$ cat src/rtl/tts_pkg.sv
// Package: shared constants, types and saturation and magnitude helpers for the tridiagonal solver.
package tts_pkg;

  localparam int MAX_ROWS_DEF  = 4;
  localparam int FRAC_BITS_DEF = 16;
  localparam int DATA_W        = 32;
  localparam int ROWNUM_W      = 2;

  typedef enum logic [3:0] {
    ST_IDLE,
    ST_DIV0_C,
    ST_DIV0_D,
    ST_MUL_MC,
    ST_MUL_MD,
    ST_DIV_C,
    ST_DIV_D,
    ST_BACK_MUL,
    ST_EMIT
  } state_t;

  typedef struct packed {
    logic start;
    logic [DATA_W-1:0] num;
    logic [DATA_W-1:0] den;
  } div_req_t;

  typedef struct packed {
    logic done;
    logic [DATA_W-1:0] quo;
  } div_rsp_t;

  // saturate a 34-bit signed value to 32 bits
  function automatic logic [DATA_W-1:0] sat34(input logic signed [DATA_W+1:0] v);
    logic signed [DATA_W+1:0] maxv;
    logic signed [DATA_W+1:0] minv;
    maxv = (DATA_W+2)'(64'sh7FFFFFFF);
    minv = -(DATA_W+2)'(64'sh80000000);
    if (v > maxv) return 32'h7FFFFFFF;
    if (v < minv) return 32'h80000000;
    return v[DATA_W-1:0];
  endfunction

  // signed value from magnitude, saturated
  function automatic logic [DATA_W-1:0] from_mag(input logic [63:0] mag, input logic neg);
    if (neg) begin
      if (mag >= 64'h80000000) return 32'h80000000;
      return DATA_W'(-mag);
    end
    if (mag > 64'h7FFFFFFF) return 32'h7FFFFFFF;
    return mag[DATA_W-1:0];
  endfunction

  function automatic logic [DATA_W-1:0] mag32(input logic [DATA_W-1:0] v);
    return v[DATA_W-1] ? DATA_W'(-v) : v;
  endfunction

endpackage

$ cat src/rtl/tts_div.sv
// Restoring divider: rounded fixed-point quotient, one bit per cycle.
module tts_div #(
  parameter int FRAC_BITS = tts_pkg::FRAC_BITS_DEF
) (
  input  logic                clk,
  input  logic                rst_n,
  input  tts_pkg::div_req_t   req,
  output tts_pkg::div_rsp_t   rsp
);
  localparam int NW = tts_pkg::DATA_W + FRAC_BITS + 1;
  localparam int CW = $clog2(NW + 1);

  logic [NW-1:0]  num_r, num_nxt;
  logic [NW-1:0]  quo_r, quo_nxt;
  logic [NW:0]    rem_r, rem_nxt;
  logic [tts_pkg::DATA_W:0] den_r, den_nxt;
  logic [CW-1:0]  cnt_r, cnt_nxt;
  logic           busy_r, busy_nxt;
  logic           neg_r, neg_nxt;
  logic           done_r, done_nxt;
  logic [NW:0]    trial;

  // quotient of (2*|n|*2^F + |d|) / (2*|d|)
  always_comb begin
    num_nxt  = num_r;
    quo_nxt  = quo_r;
    rem_nxt  = rem_r;
    den_nxt  = den_r;
    cnt_nxt  = cnt_r;
    busy_nxt = busy_r;
    neg_nxt  = neg_r;
    done_nxt = 1'b0;
    trial    = '0;
    if (req.start) begin
      num_nxt  = (NW'(tts_pkg::mag32(req.num)) << (FRAC_BITS + 1))
                 + NW'(tts_pkg::mag32(req.den));
      den_nxt  = {tts_pkg::mag32(req.den), 1'b0};
      neg_nxt  = req.num[tts_pkg::DATA_W-1] ^ req.den[tts_pkg::DATA_W-1];
      rem_nxt  = '0;
      quo_nxt  = '0;
      cnt_nxt  = CW'(NW);
      busy_nxt = 1'b1;
    end else if (busy_r) begin
      trial   = {rem_r[NW-1:0], num_r[NW-1]};
      num_nxt = {num_r[NW-2:0], 1'b0};
      if (trial >= (NW+1)'(den_r)) begin
        rem_nxt = trial - (NW+1)'(den_r);
        quo_nxt = {quo_r[NW-2:0], 1'b1};
      end else begin
        rem_nxt = trial;
        quo_nxt = {quo_r[NW-2:0], 1'b0};
      end
      cnt_nxt = cnt_r - 1'b1;
      if (cnt_r == CW'(1)) begin
        busy_nxt = 1'b0;
        done_nxt = 1'b1;
      end
    end
  end

  always_ff @(posedge clk) begin
    num_r <= num_nxt;
    quo_r <= quo_nxt;
    rem_r <= rem_nxt;
    den_r <= den_nxt;
    neg_r <= neg_nxt;
    cnt_r <= cnt_nxt;
    if (!rst_n) begin
      busy_r <= 1'b0;
      done_r <= 1'b0;
    end else begin
      busy_r <= busy_nxt;
      done_r <= done_nxt;
    end
  end

  assign rsp.done = done_r;
  assign rsp.quo  = tts_pkg::from_mag(64'(quo_r), neg_r);
endmodule

$ cat src/rtl/tridiagonal_thomas_solver.sv
// Top level: tridiagonal system solver, Thomas algorithm, signed fixed point.
// Usage:
//   Rows enter one per item on in_* with start; an item is taken when start is
//   high and busy is low. A row with in_last_row low is stored; busy stays low.
//   The row with in_last_row high starts the solve; busy stays high until every
//   unknown has gone out.
//   Results appear on out_* for one cycle each, marked by out_valid, in row
//   order, out_last_solution on the final one. The receiver cannot stall.
//   Divisions go through the shared bit-serial divider, which sets the pace of a
//   solve; products use one 32x32 multiplier, at most one per cycle.
//   A zero pivot ends the forward sweep and the right-hand sides are returned
//   with out_zero_pivot high.
//   Reset (rst_n low, synchronous) empties the row count and idles the sequencer.
module tridiagonal_thomas_solver #(
  parameter int MAX_ROWS  = tts_pkg::MAX_ROWS_DEF,
  parameter int FRAC_BITS = tts_pkg::FRAC_BITS_DEF
) (
  input  logic        clk,
  input  logic        rst_n,
  input  logic        start,
  output logic        busy,
  input  logic signed [31:0] in_sub_diag,
  input  logic signed [31:0] in_main_diag,
  input  logic signed [31:0] in_super_diag,
  input  logic signed [31:0] in_rhs_value,
  input  logic        in_last_row,
  output logic        out_valid,
  output logic signed [31:0] out_solution_value,
  output logic [1:0]  out_row_number,
  output logic        out_last_solution,
  output logic        out_zero_pivot
);
  localparam int DW = tts_pkg::DATA_W;
  localparam int IW = (MAX_ROWS > 1) ? $clog2(MAX_ROWS) : 1;
  localparam int CW = $clog2(MAX_ROWS + 1);

  logic [DW-1:0] sub_mem   [MAX_ROWS];
  logic [DW-1:0] diag_mem  [MAX_ROWS];
  logic [DW-1:0] super_mem [MAX_ROWS];
  logic [DW-1:0] rhs_mem   [MAX_ROWS];
  logic [DW-1:0] ratio_mem [MAX_ROWS];
  logic [DW-1:0] mrhs_mem  [MAX_ROWS];

  tts_pkg::state_t state_r, state_nxt;
  logic [CW-1:0] rows_r, rows_nxt;
  logic [IW-1:0] last_r, last_nxt;
  logic [IW-1:0] idx_r, idx_nxt;
  logic          flag_r, flag_nxt;
  logic [DW-1:0] m_r, m_nxt;
  logic [DW-1:0] x_r, x_nxt;
  logic [DW-1:0] sol_mem [MAX_ROWS];
  logic          valid_r, valid_nxt;
  logic [DW-1:0] oval_r, oval_nxt;
  logic [1:0]    orow_r, orow_nxt;
  logic          olast_r, olast_nxt;

  tts_pkg::div_req_t dreq;
  tts_pkg::div_rsp_t drsp;

  logic [IW-1:0] slot;
  logic          accept;
  logic [IW-1:0] prev;
  logic [DW-1:0] mul_a, mul_b;
  logic signed [2*DW-1:0] prod;
  logic [2*DW-1:0] pmag;
  logic [DW-1:0] mul_q;
  logic [DW-1:0] diff_a;
  logic [DW-1:0] diff;
  logic          wr_ratio, wr_mrhs, wr_sol;
  logic [DW-1:0] wr_val;

  tts_div #(.FRAC_BITS(FRAC_BITS)) u_div (
    .clk (clk), .rst_n(rst_n), .req(dreq), .rsp(drsp)
  );

  assign accept = start && !busy;
  assign slot = (rows_r < CW'(MAX_ROWS)) ? rows_r[IW-1:0] : IW'(MAX_ROWS - 1);
  assign prev = idx_r - 1'b1;

  // shared multiplier and subtractor
  assign prod  = $signed(mul_a) * $signed(mul_b);
  assign pmag  = prod[2*DW-1] ? -prod : prod;
  assign mul_q = tts_pkg::from_mag((pmag + (64'(1) << (FRAC_BITS - 1))) >> FRAC_BITS,
                                   prod[2*DW-1]);
  assign diff  = tts_pkg::sat34((DW+2)'($signed(diff_a)) - (DW+2)'($signed(mul_q)));

  always_comb begin
    state_nxt = state_r;
    rows_nxt  = rows_r;
    last_nxt  = last_r;
    idx_nxt   = idx_r;
    flag_nxt  = flag_r;
    m_nxt     = m_r;
    x_nxt     = x_r;
    valid_nxt = 1'b0;
    oval_nxt  = oval_r;
    orow_nxt  = orow_r;
    olast_nxt = 1'b0;
    dreq      = '0;
    mul_a     = '0;
    mul_b     = '0;
    diff_a    = '0;
    wr_ratio  = 1'b0;
    wr_mrhs   = 1'b0;
    wr_sol    = 1'b0;
    wr_val    = drsp.quo;
    busy      = (state_r != tts_pkg::ST_IDLE);
    unique case (state_r)
      tts_pkg::ST_IDLE: begin
        if (accept) begin
          if (!in_last_row) begin
            rows_nxt = CW'(slot) + 1'b1;
          end else begin
            rows_nxt = '0;
            last_nxt = slot;
            idx_nxt  = '0;
            flag_nxt = 1'b0;
            state_nxt = tts_pkg::ST_DIV0_C;
          end
        end
      end
      tts_pkg::ST_DIV0_C: begin
        if (diag_mem[0] == '0) begin
          flag_nxt  = 1'b1;
          idx_nxt   = '0;
          state_nxt = tts_pkg::ST_EMIT;
        end else begin
          m_nxt     = diag_mem[0];
          dreq.start = 1'b1;
          dreq.num  = super_mem[0];
          dreq.den  = diag_mem[0];
          state_nxt = tts_pkg::ST_DIV_C;
        end
      end
      tts_pkg::ST_DIV0_D: begin
        state_nxt = tts_pkg::ST_DIV0_D;
      end
      tts_pkg::ST_MUL_MC: begin
        mul_a  = sub_mem[idx_r];
        mul_b  = ratio_mem[prev];
        diff_a = diag_mem[idx_r];
        m_nxt  = diff;
        if (diff == '0) begin
          flag_nxt  = 1'b1;
          idx_nxt   = '0;
          state_nxt = tts_pkg::ST_EMIT;
        end else begin
          state_nxt = tts_pkg::ST_MUL_MD;
        end
      end
      tts_pkg::ST_MUL_MD: begin
        mul_a  = sub_mem[idx_r];
        mul_b  = mrhs_mem[prev];
        diff_a = rhs_mem[idx_r];
        x_nxt  = diff;
        dreq.start = 1'b1;
        dreq.num   = super_mem[idx_r];
        dreq.den   = m_r;
        state_nxt  = tts_pkg::ST_DIV_C;
      end
      tts_pkg::ST_DIV_C: begin
        if (drsp.done) begin
          wr_ratio   = 1'b1;
          dreq.start = 1'b1;
          dreq.num   = (idx_r == '0) ? rhs_mem[0] : x_r;
          dreq.den   = m_r;
          state_nxt  = tts_pkg::ST_DIV_D;
        end
      end
      tts_pkg::ST_DIV_D: begin
        if (drsp.done) begin
          wr_mrhs = 1'b1;
          if (idx_r == last_r) begin
            x_nxt     = drsp.quo;
            wr_sol    = 1'b1;
            state_nxt = (idx_r == '0) ? tts_pkg::ST_EMIT : tts_pkg::ST_BACK_MUL;
          end else begin
            idx_nxt   = idx_r + 1'b1;
            state_nxt = tts_pkg::ST_MUL_MC;
          end
        end
      end
      tts_pkg::ST_BACK_MUL: begin
        mul_a  = ratio_mem[prev];
        mul_b  = x_r;
        diff_a = mrhs_mem[prev];
        x_nxt  = diff;
        wr_val = diff;
        wr_sol = 1'b1;
        idx_nxt = prev;
        if (prev == '0) state_nxt = tts_pkg::ST_EMIT;
      end
      tts_pkg::ST_EMIT: begin
        valid_nxt = 1'b1;
        oval_nxt  = flag_r ? rhs_mem[idx_r] : sol_mem[idx_r];
        orow_nxt  = 2'(idx_r);
        olast_nxt = (idx_r == last_r);
        if (idx_r == last_r) state_nxt = tts_pkg::ST_IDLE;
        else idx_nxt = idx_r + 1'b1;
      end
      default: state_nxt = tts_pkg::ST_IDLE;
    endcase
  end

  always_ff @(posedge clk) begin
    if (accept) begin
      sub_mem[slot]   <= in_sub_diag;
      diag_mem[slot]  <= in_main_diag;
      super_mem[slot] <= in_super_diag;
      rhs_mem[slot]   <= in_rhs_value;
    end
    if (wr_ratio) ratio_mem[idx_r] <= drsp.quo;
    if (wr_mrhs)  mrhs_mem[idx_r]  <= drsp.quo;
    if (wr_sol)   sol_mem[(state_r == tts_pkg::ST_BACK_MUL) ? prev : idx_r] <= wr_val;
  end

  always_ff @(posedge clk) begin
    last_r <= last_nxt;
    idx_r  <= idx_nxt;
    flag_r <= flag_nxt;
    m_r    <= m_nxt;
    x_r    <= x_nxt;
    oval_r <= oval_nxt;
    orow_r <= orow_nxt;
    olast_r <= olast_nxt;
    if (!rst_n) begin
      state_r <= tts_pkg::ST_IDLE;
      rows_r  <= '0;
      valid_r <= 1'b0;
    end else begin
      state_r <= state_nxt;
      rows_r  <= rows_nxt;
      valid_r <= valid_nxt;
    end
  end

  assign out_valid          = valid_r;
  assign out_solution_value = oval_r;
  assign out_row_number     = orow_r;
  assign out_last_solution  = olast_r & valid_r;
  assign out_zero_pivot     = flag_r;
endmodule
$ cat config.mk
export PLATFORM = sky130hd
export DESIGN_NAME = tridiagonal_thomas_solver
export DESIGN_NICKNAME = d
export VERILOG_FILES = /design/src/rtl/tts_pkg.sv /design/src/rtl/tts_div.sv /design/src/rtl/tridiagonal_thomas_solver.sv
export SDC_FILE = /design/constraint.sdc
export NUM_CORES = 2
export LEC_CHECK = 0
export BUFFER_PORTS_ARGS = -buffer_cell sky130_fd_sc_hd__buf_2
export CORE_ASPECT_RATIO = 0.9
export CORE_MARGIN = 3
export CORE_UTILIZATION = 41
export DETAILED_ROUTE_END_ITERATION = 10
export PLACE_DENSITY_LB_ADDON = 0.08
export SKIP_LAST_GASP = 1
export SLEW_MARGIN = 5
export SYNTH_ARGS = -nofsm -noshare
export SYNTH_HDL_FRONTEND = slang
export SYNTH_SLANG_ARGS = --single-unit
$ cat constraint.sdc
create_clock -name clk -period 28.8 [get_ports clk]
set_input_delay 0 -clock clk [delete_from_list [all_inputs] [get_ports clk]]
set_output_delay 0 -clock clk [all_outputs]
set_load 0.005 [all_outputs]
== Word level (Yosys, flattened, before mapping) ==
Memories as Yosys holds them, arrays and structs flattened. A register that Yosys moved wholly into a read port is not among the register bits.
Index checks and enable logic that the tools add are counted.
Storage, ports and cells
  output and inout port bits: 38
  register bits: 300
  input port bits: 132
  logic and storage cells: 195
  RAM bits: 896
  memories kept: 7
Memories
  diag_mem: depth 4, width 32, read ports 2, clocked after memory_dff 1, write ports 1, line tridiagonal_thomas_solver.sv:38  | logic [DW-1:0] diag_mem [MAX_ROWS];
  mrhs_mem: depth 4, width 32, read ports 1, clocked after memory_dff 0, write ports 1, line tridiagonal_thomas_solver.sv:42  | logic [DW-1:0] mrhs_mem [MAX_ROWS];
  ratio_mem: depth 4, width 32, read ports 1, clocked after memory_dff 0, write ports 1, line tridiagonal_thomas_solver.sv:41  | logic [DW-1:0] ratio_mem [MAX_ROWS];
  rhs_mem: depth 4, width 32, read ports 2, clocked after memory_dff 1, write ports 1, line tridiagonal_thomas_solver.sv:40  | logic [DW-1:0] rhs_mem [MAX_ROWS];
  sol_mem: depth 4, width 32, read ports 1, clocked after memory_dff 1, write ports 1, line tridiagonal_thomas_solver.sv:51  | logic [DW-1:0] sol_mem [MAX_ROWS];
  sub_mem: depth 4, width 32, read ports 1, clocked after memory_dff 1, write ports 1, line tridiagonal_thomas_solver.sv:37  | logic [DW-1:0] sub_mem [MAX_ROWS];
  +1 memories
Cells by class
  bitwise operators: 4
  reductions and logical operators: 23
  multiply operators: 1
  $add $sub $neg: 13
  mux-type cells: 100
  equality and inequality tests: 20
  $lt $le $gt $ge: 8
Operators with widths (count)
  $mux 32: 24
  $pmux 65 s3: 1
  $pmux 32 s2: 3
  $pmux 32 s3: 2
  $mux 49: 3
  $mux 65: 2
  $neg 32->32: 4
  $add 64x16->64 const B: 1
  $logic_not 32->1: 2
  $mul 32x32->64: 1
  $mux 64: 1
  $neg 64->64: 1
  $ge 50x33->1: 1
  $add 49x32->49: 1
  $ge 49x32->1 const B: 1
  $gt 49x31->1 const B: 1
  $sub 49x33->49: 1
  $ge 48x32->1 const B: 1
  $gt 48x31->1 const B: 1
  $mux 4: 10
  $mux 1: 36
  $pmux 4 s9: 1
  $gt 33x32->1 const B: 1
  $lt 33x32->1 const B: 1
  36 further kinds: 68

== Logic depth before layout (Yosys ltp) ==
  word-level depth: 25
  mapped depth: 86
  gate-level depth less buffers: 69

== By module ==
A second synthesis with hierarchy kept.
Second synthesis, totals
  cells, all modules: 8901
  area total of the unflattened synthesis: 96706.5 um^2
By module, submodules not included
  tridiagonal_thomas_solver: cells each 7391, area each 83791.6 um^2, times used 1, seq. area each 30219.0 um^2
  tts_div: cells each 1510, area each 12914.9 um^2, times used 1, seq. area each 4584.4 um^2

== Least setup slack after synthesis ==
No wires, ideal clock.
  path kind: register to register
  start: register with a tool-made name
  end: register idx_r[0] (enable)
  data required time: 28478 ps
  arrival time: 20585 ps
  path slack: 7893 ps
  buffers on the path: 17
  setup time: 322 ps
  stages on the path, launching flop included: 78
  period minus slack after synthesis: 20907 ps
  cell sequence: dfxtp_1 clkbuf_1 clkbuf_1 clkbuf_1 clkbuf_1 buf_1 clkbuf_1 mux4_2 a22oi_1 clkbuf_1 nor2_1 fa_1 fa_1 fa_1 inv_1 fa_1 inv_1 fa_1 (+42 left out) fa_1 a21o_1 a21oi_1 o21ai_0 a21oi_1 o21ai_0 a41o_1 xor2_1 or4_1 a2111oi_0 nand4_1 nor4bb_1 nand4_1 or4b_2 nor4_1 nand4_1 a21oi_1 nor2b_1
RTL lines
  to (signal assigned): line tridiagonal_thomas_solver.sv:219  | idx_r <= idx_nxt;
  to (decl): line tridiagonal_thomas_solver.sv:47  | logic [IW-1:0] idx_r, idx_nxt;

== Final worst setup path ==
  start: register state_r[1]
  end: memory sol_mem[1][19] in the netlist's numbering, data pin
Between the ends
  longest elaborated chain between the ends: 22
  elaborated cells on any way between the ends: 34
  those cells by class: add/sub: 4; mul: 1; order compare: 4; eq/ne: 3; mux: 21; reduce/logical: 1
Ends and longest elaborated chain
  from (decl): line tridiagonal_thomas_solver.sv:44  | tts_pkg::state_t state_r, state_nxt;
  from (signal assigned): line tridiagonal_thomas_solver.sv:227  | state_r <= tts_pkg::ST_IDLE;
  from (signal assigned): line tridiagonal_thomas_solver.sv:231  | state_r <= state_nxt;
  $eq 4x2->1 or $eq 4x3->1 (tied branches): line tridiagonal_thomas_solver.sv:108  | unique case (state_r)
  $reduce_or 2->1 (no line)
  $pmux 32 s2: line tridiagonal_thomas_solver.sv:108
  $mul 32x32->64: line tridiagonal_thomas_solver.sv:81  | assign prod = $signed(mul_a) * $signed(mul_b);
  $neg 64->64: line tridiagonal_thomas_solver.sv:82  | assign pmag = prod[2*DW-1] ? -prod : prod;
  $mux 64: line tridiagonal_thomas_solver.sv:82
  $add 64x16->64: line tridiagonal_thomas_solver.sv:83  | assign mul_q = tts_pkg::from_mag((pmag + (64'(1) << (FRAC_BITS - 1))) >> FRAC_BITS,
  $ge 48x32->1: line tts_pkg.sv:46  | if (mag >= 64'h80000000) return 32'h80000000;
  (+6 left out)
  $mux 32: line tts_pkg.sv:49  | if (mag > 64'h7FFFFFFF) return 32'h7FFFFFFF;
  $sub 32x32->33: line tridiagonal_thomas_solver.sv:85  | assign diff = tts_pkg::sat34((DW+2)'($signed(diff_a)) - (DW+2)'($signed(mul_q)));
  $lt 33x32->1: line tts_pkg.sv:39  | if (v < minv) return 32'h80000000;
  $mux 1 (2 in a row): line tts_pkg.sv:39
  $mux 32: line tts_pkg.sv:40  | return v[DATA_W-1:0];
  $mux 32: line tts_pkg.sv:39
  $mux 32 (*): line tridiagonal_thomas_solver.sv:108
  named net wr_val[19]: line tridiagonal_thomas_solver.sv:70  | logic [DW-1:0] wr_val;
  to (decl): line tridiagonal_thomas_solver.sv:51
Mark *: on every way through the listed nets, which the timed path passes. The rest lies on a longest branch. The select of a mux whose other input is x is not followed.

==> impl_metrics.csv <==
group,metric,value,unit
floorplan,core.rowCount,167,
route,drt_wl_total,343000,um
critical_path,worst_path_max_delay_cell,"fa_1",
finish,final.fill_count,21439,
synthesis,netlist.top_cell.by_area,"edfxtp_1",
synthesis,asyncSetResetFlopFracSynth,0,%
critical_path,setup.reg_to_reg.worst_slack,7210,ps
place,gp_routability_congestion,0.934,
timing,worst_case_clock_skew,65.0,ps
synthesis,yosys_warnings,0,
synthesis,post_synth_num_cell_types,107,
grt,grt_antenna_before_repair,32,
timing,drv_slew,0,
cts,tritoncts,"yes",
timing,max_slew.worst_pin.slew,1330,ps
synthesis,synth_commonest_cells,"inv_1 (1,236), fa_1 (1,085), edfxtp_1 (1,081)",
route,drt-pass1-iter-count,6,
grt,grt_max_degree,112,
finish,fin_cells,12112,
timing,grt_setup_unrepaired,"no",
timing,max_clock_freq,46.3,MHz
cts,maximum_buffer_depth_of_the_clock_tree,3,
critical_path,critPathKind,"flop to flop",
critical_path,critical-path-top-delay-family,"compound AO/OA/AOI/OAI gates",
critical_path,critical_path_arrival,22000,ps
worst_hold_path,min_path_type,"input port to flop",
timing,report.final.hold_viol_count,0,
synthesis,synthesis.area,0.0950,mm^2
grt,wire_length_of_the_first_global_routing_pass,504000,um
power_and_ir_drop,vdd.ir_drop.worst,80.1,uV
place,placedCellCount,11647,
route,vias,69542,
finish,area_growth,11.5,%
critical_path,critPathLaunchType,"flop",
critical_path,endpoint_kind,"flop",
finish,utilization,46.0,%
power_and_ir_drop,pwr_density_cell,74.2,mW/mm^2
route,avgViaCountPerCell,5.74,
timing,setup_viol,0,
critical_path,crit_path_max_incr_delay,980,ps
floorplan,die-area,0.238,mm^2
grt,globalRoute.totalOverflow,0,
synthesis,synth.yosys.seq_area_share,36.6,%
floorplan,die_w,514,um
synthesis,synth_cells,8694,
synthesis,synth_most_common_cell,"inv_1",
critical_path,critical_path_buf_inv_count,8,
cts,clock_latency,770,ps
critical_path,highest_net_fanout_along_the_worst_path,111,
finish,post_route_cells_drive_above_1_share,10.4,%
grt,first_global_vias,69600,
cts,clk_pin_slew,70,ps
timing,final.period_utilization,75.0,%
place,hpwl,265000,um
route,final_antenna_net_count,0,
cts,cts-buffers-inserted,116,
timing,holdWs,31.1,ps
floorplan,num_io_pins,170,
timing,post-route-min-period,21590,ps
finish,design_area,0.106,mm^2
synthesis,synth_edf_count,1081,
place,numPortBuffers,169,
cts,cts_sinks,1198,
cts,cts.repair_timing.setup_buffer_count,0,
cts,cts_htree_levels,3,
grt,grtUsageTotal,29.0,%
place,placed_cell_areas,0.0997,mm^2
route,drc,0,
route,routedWlPerCell,28.3,um
timing,setup_total_negative_slack,0,ps
critical_path,worstPathRequired,29210,ps
synthesis,syn-mean-instance-area,10.9,um^2
floorplan,die_height,463,um
timing,max_slew_margin,11.5,%
run,drv.max_cap_violation_count,0,
synthesis,ys_ff_latch,1198,
finish,nets_final,10458,
cts,cts_root_buffer,"clkbuf_16",
synthesis,synth.top_cell.area_share,34.2,%
power_and_ir_drop,total_leakage_power,42.6,nW
synthesis,mappedNetlistNets,10191,
floorplan,initial_core_util,41.3,%
floorplan,placeableCoreArea,0.230,mm^2
critical_path,cp_common_cell,"fa_1",
synthesis,ys_dominant_reg_cell,"edfxtp_1",
route,detailedRoute.firstIterationViolations,7784,
synthesis,synthTopCellsByArea,"edfxtp_1 (34%), fa_1 (23%), mux4_2 (5.3%), inv_1 (4.9%), nand2_1 (4.1%)",
run_status,result_of_the_run,"finished, final reports clean",
power breakdown:
part / internal, W / switching (W) / leakage [nW]
combinational: 0.00130 / 0.00271 / 29.9
clock: 0.000853 / 0.000701 / 1.85
sequential: 0.00217 / 0.000128 / 10.9
path summary, 6_finish.rpt:
path,from,end,cells past startpoint
setup / recovery,state_r[1],sol_mem[1][19],61
hold / removal,in_rhs_value[9],rhs_mem[3][9],2
setup reg to reg,state_r[1],sol_mem[1][19],61
hold reg to reg,u_div.quo_r[40],u_div.quo_r[41],2
layout by cell type (no fill, tap or decap), types with 25 or more instances in the layout:
cell           count
and3_1            52
mux4_2           224
nand3_1          130
o211ai_1          33
edfxtp_1        1081
or2_2             28
mux2_2            52
ha_1             279
nand4_1           54
xnor2_1          169
o21bai_1          25
and2_1            45
mux2i_1           93
nand2b_1          32
fa_1            1085
a211oi_1          34
clkinv_1          28
nor2_1           849
nor2b_1           34
a22oi_1           95
dfxtp_1          114
clkinv_2          25
buf_4            189
buf_2            169
dlygate4sd3_1    238
a21o_1            84
o21ai_0          271
nor4_1            41
or3_1             39
nor3_1            84
a31oi_1           33
a21oi_1          317
a22o_1            50
nand2_1         1032
xor2_1           110
clkbuf_16        116
inv_1           1235
metal layers:
layer / share of wire [%] / routed length (um) / up-vias / track usage (%)
met1: 47 / 161000 / 36108 / 45.8
met4: 2.2 / 7570 / 4 / 5.66
li1: - / - / 29940 / -
met5: 0.0061 / 21 / - / 0
met3: 11 / 36900 / 388 / 7.81
met2: 40 / 138000 / 3102 / 39.7
layout make-up:
cell class / count / area (um^2) / area share (%)
Clock inverter: 82 / 848 / 0.801
Tap cell: 3042 / 3810 / 3.59
Timing Repair Buffer: 599 / 4710 / 4.44
Sequential cell: 1198 / 34800 / 32.9
Antenna cell: 9 / 22.5 / 0.0213
Multi-Input combinational cell: 5809 / 54100 / 51.1
Clock buffer: 136 / 2980 / 2.81
Inverter: 1237 / 4650 / 4.38
worst reg2reg max path, delay by kind of cell, from the launching register on:
family / cells / cell delay, ps
AND/OR/NAND/NOR: 16 / 4360
flip-flops: 1 / 760
AO/OA/AOI/OAI: 24 / 8090
adder cells (fa/ha/maj): 11 / 5700
buffers and inverters: 8 / 1940
XOR/XNOR: 2 / 370
registers in the layout, summed over array words and instances, names as in the netlist, 49 cells and up, named ones only:
register,count
sol_mem,128
ratio_mem,128
u_div.quo_r,49
super_mem,128
rhs_mem,128
u_div.rem_r,49
u_div.num_r,49
sub_mem,128
mrhs_mem,128
diag_mem,128
per-stage QoR:
| step | total power (W) | setup WS (ps) |
|---|---|---|
| 3_5_place_dp | 0.00623 | 7520 |
| 5_1_grt | 0.00828 | 5610 |
| 2_1_floorplan | 0.00475 | 7890 |
| 3_3_place_gp | 0.00624 | 7750 |
| 4_1_cts | 0.00784 | 7360 |
| 6_report | 0.00786 | 7210 |
cell families (layout without fill, tap and decap cells):
group           count (synthesis)  after routing  synth area share (%)
compound gates               1224           1224                  8.48
simple gates                 2551           2551                  11.9
mux                           369            369                  6.90
buf+inv                      1687           2054                  6.72
fa+ha+maj                    1384           1384                  26.7
other cells                     0              9                     0
flops                        1198           1198                  36.6
xor+xnor                      281            281                  2.60
repair_timing:
item	CTS	global route
hold buffers	238	0
hold endpoints to repair	525	0
resized for setup	0	0
(Power assumes the default switching activity.)
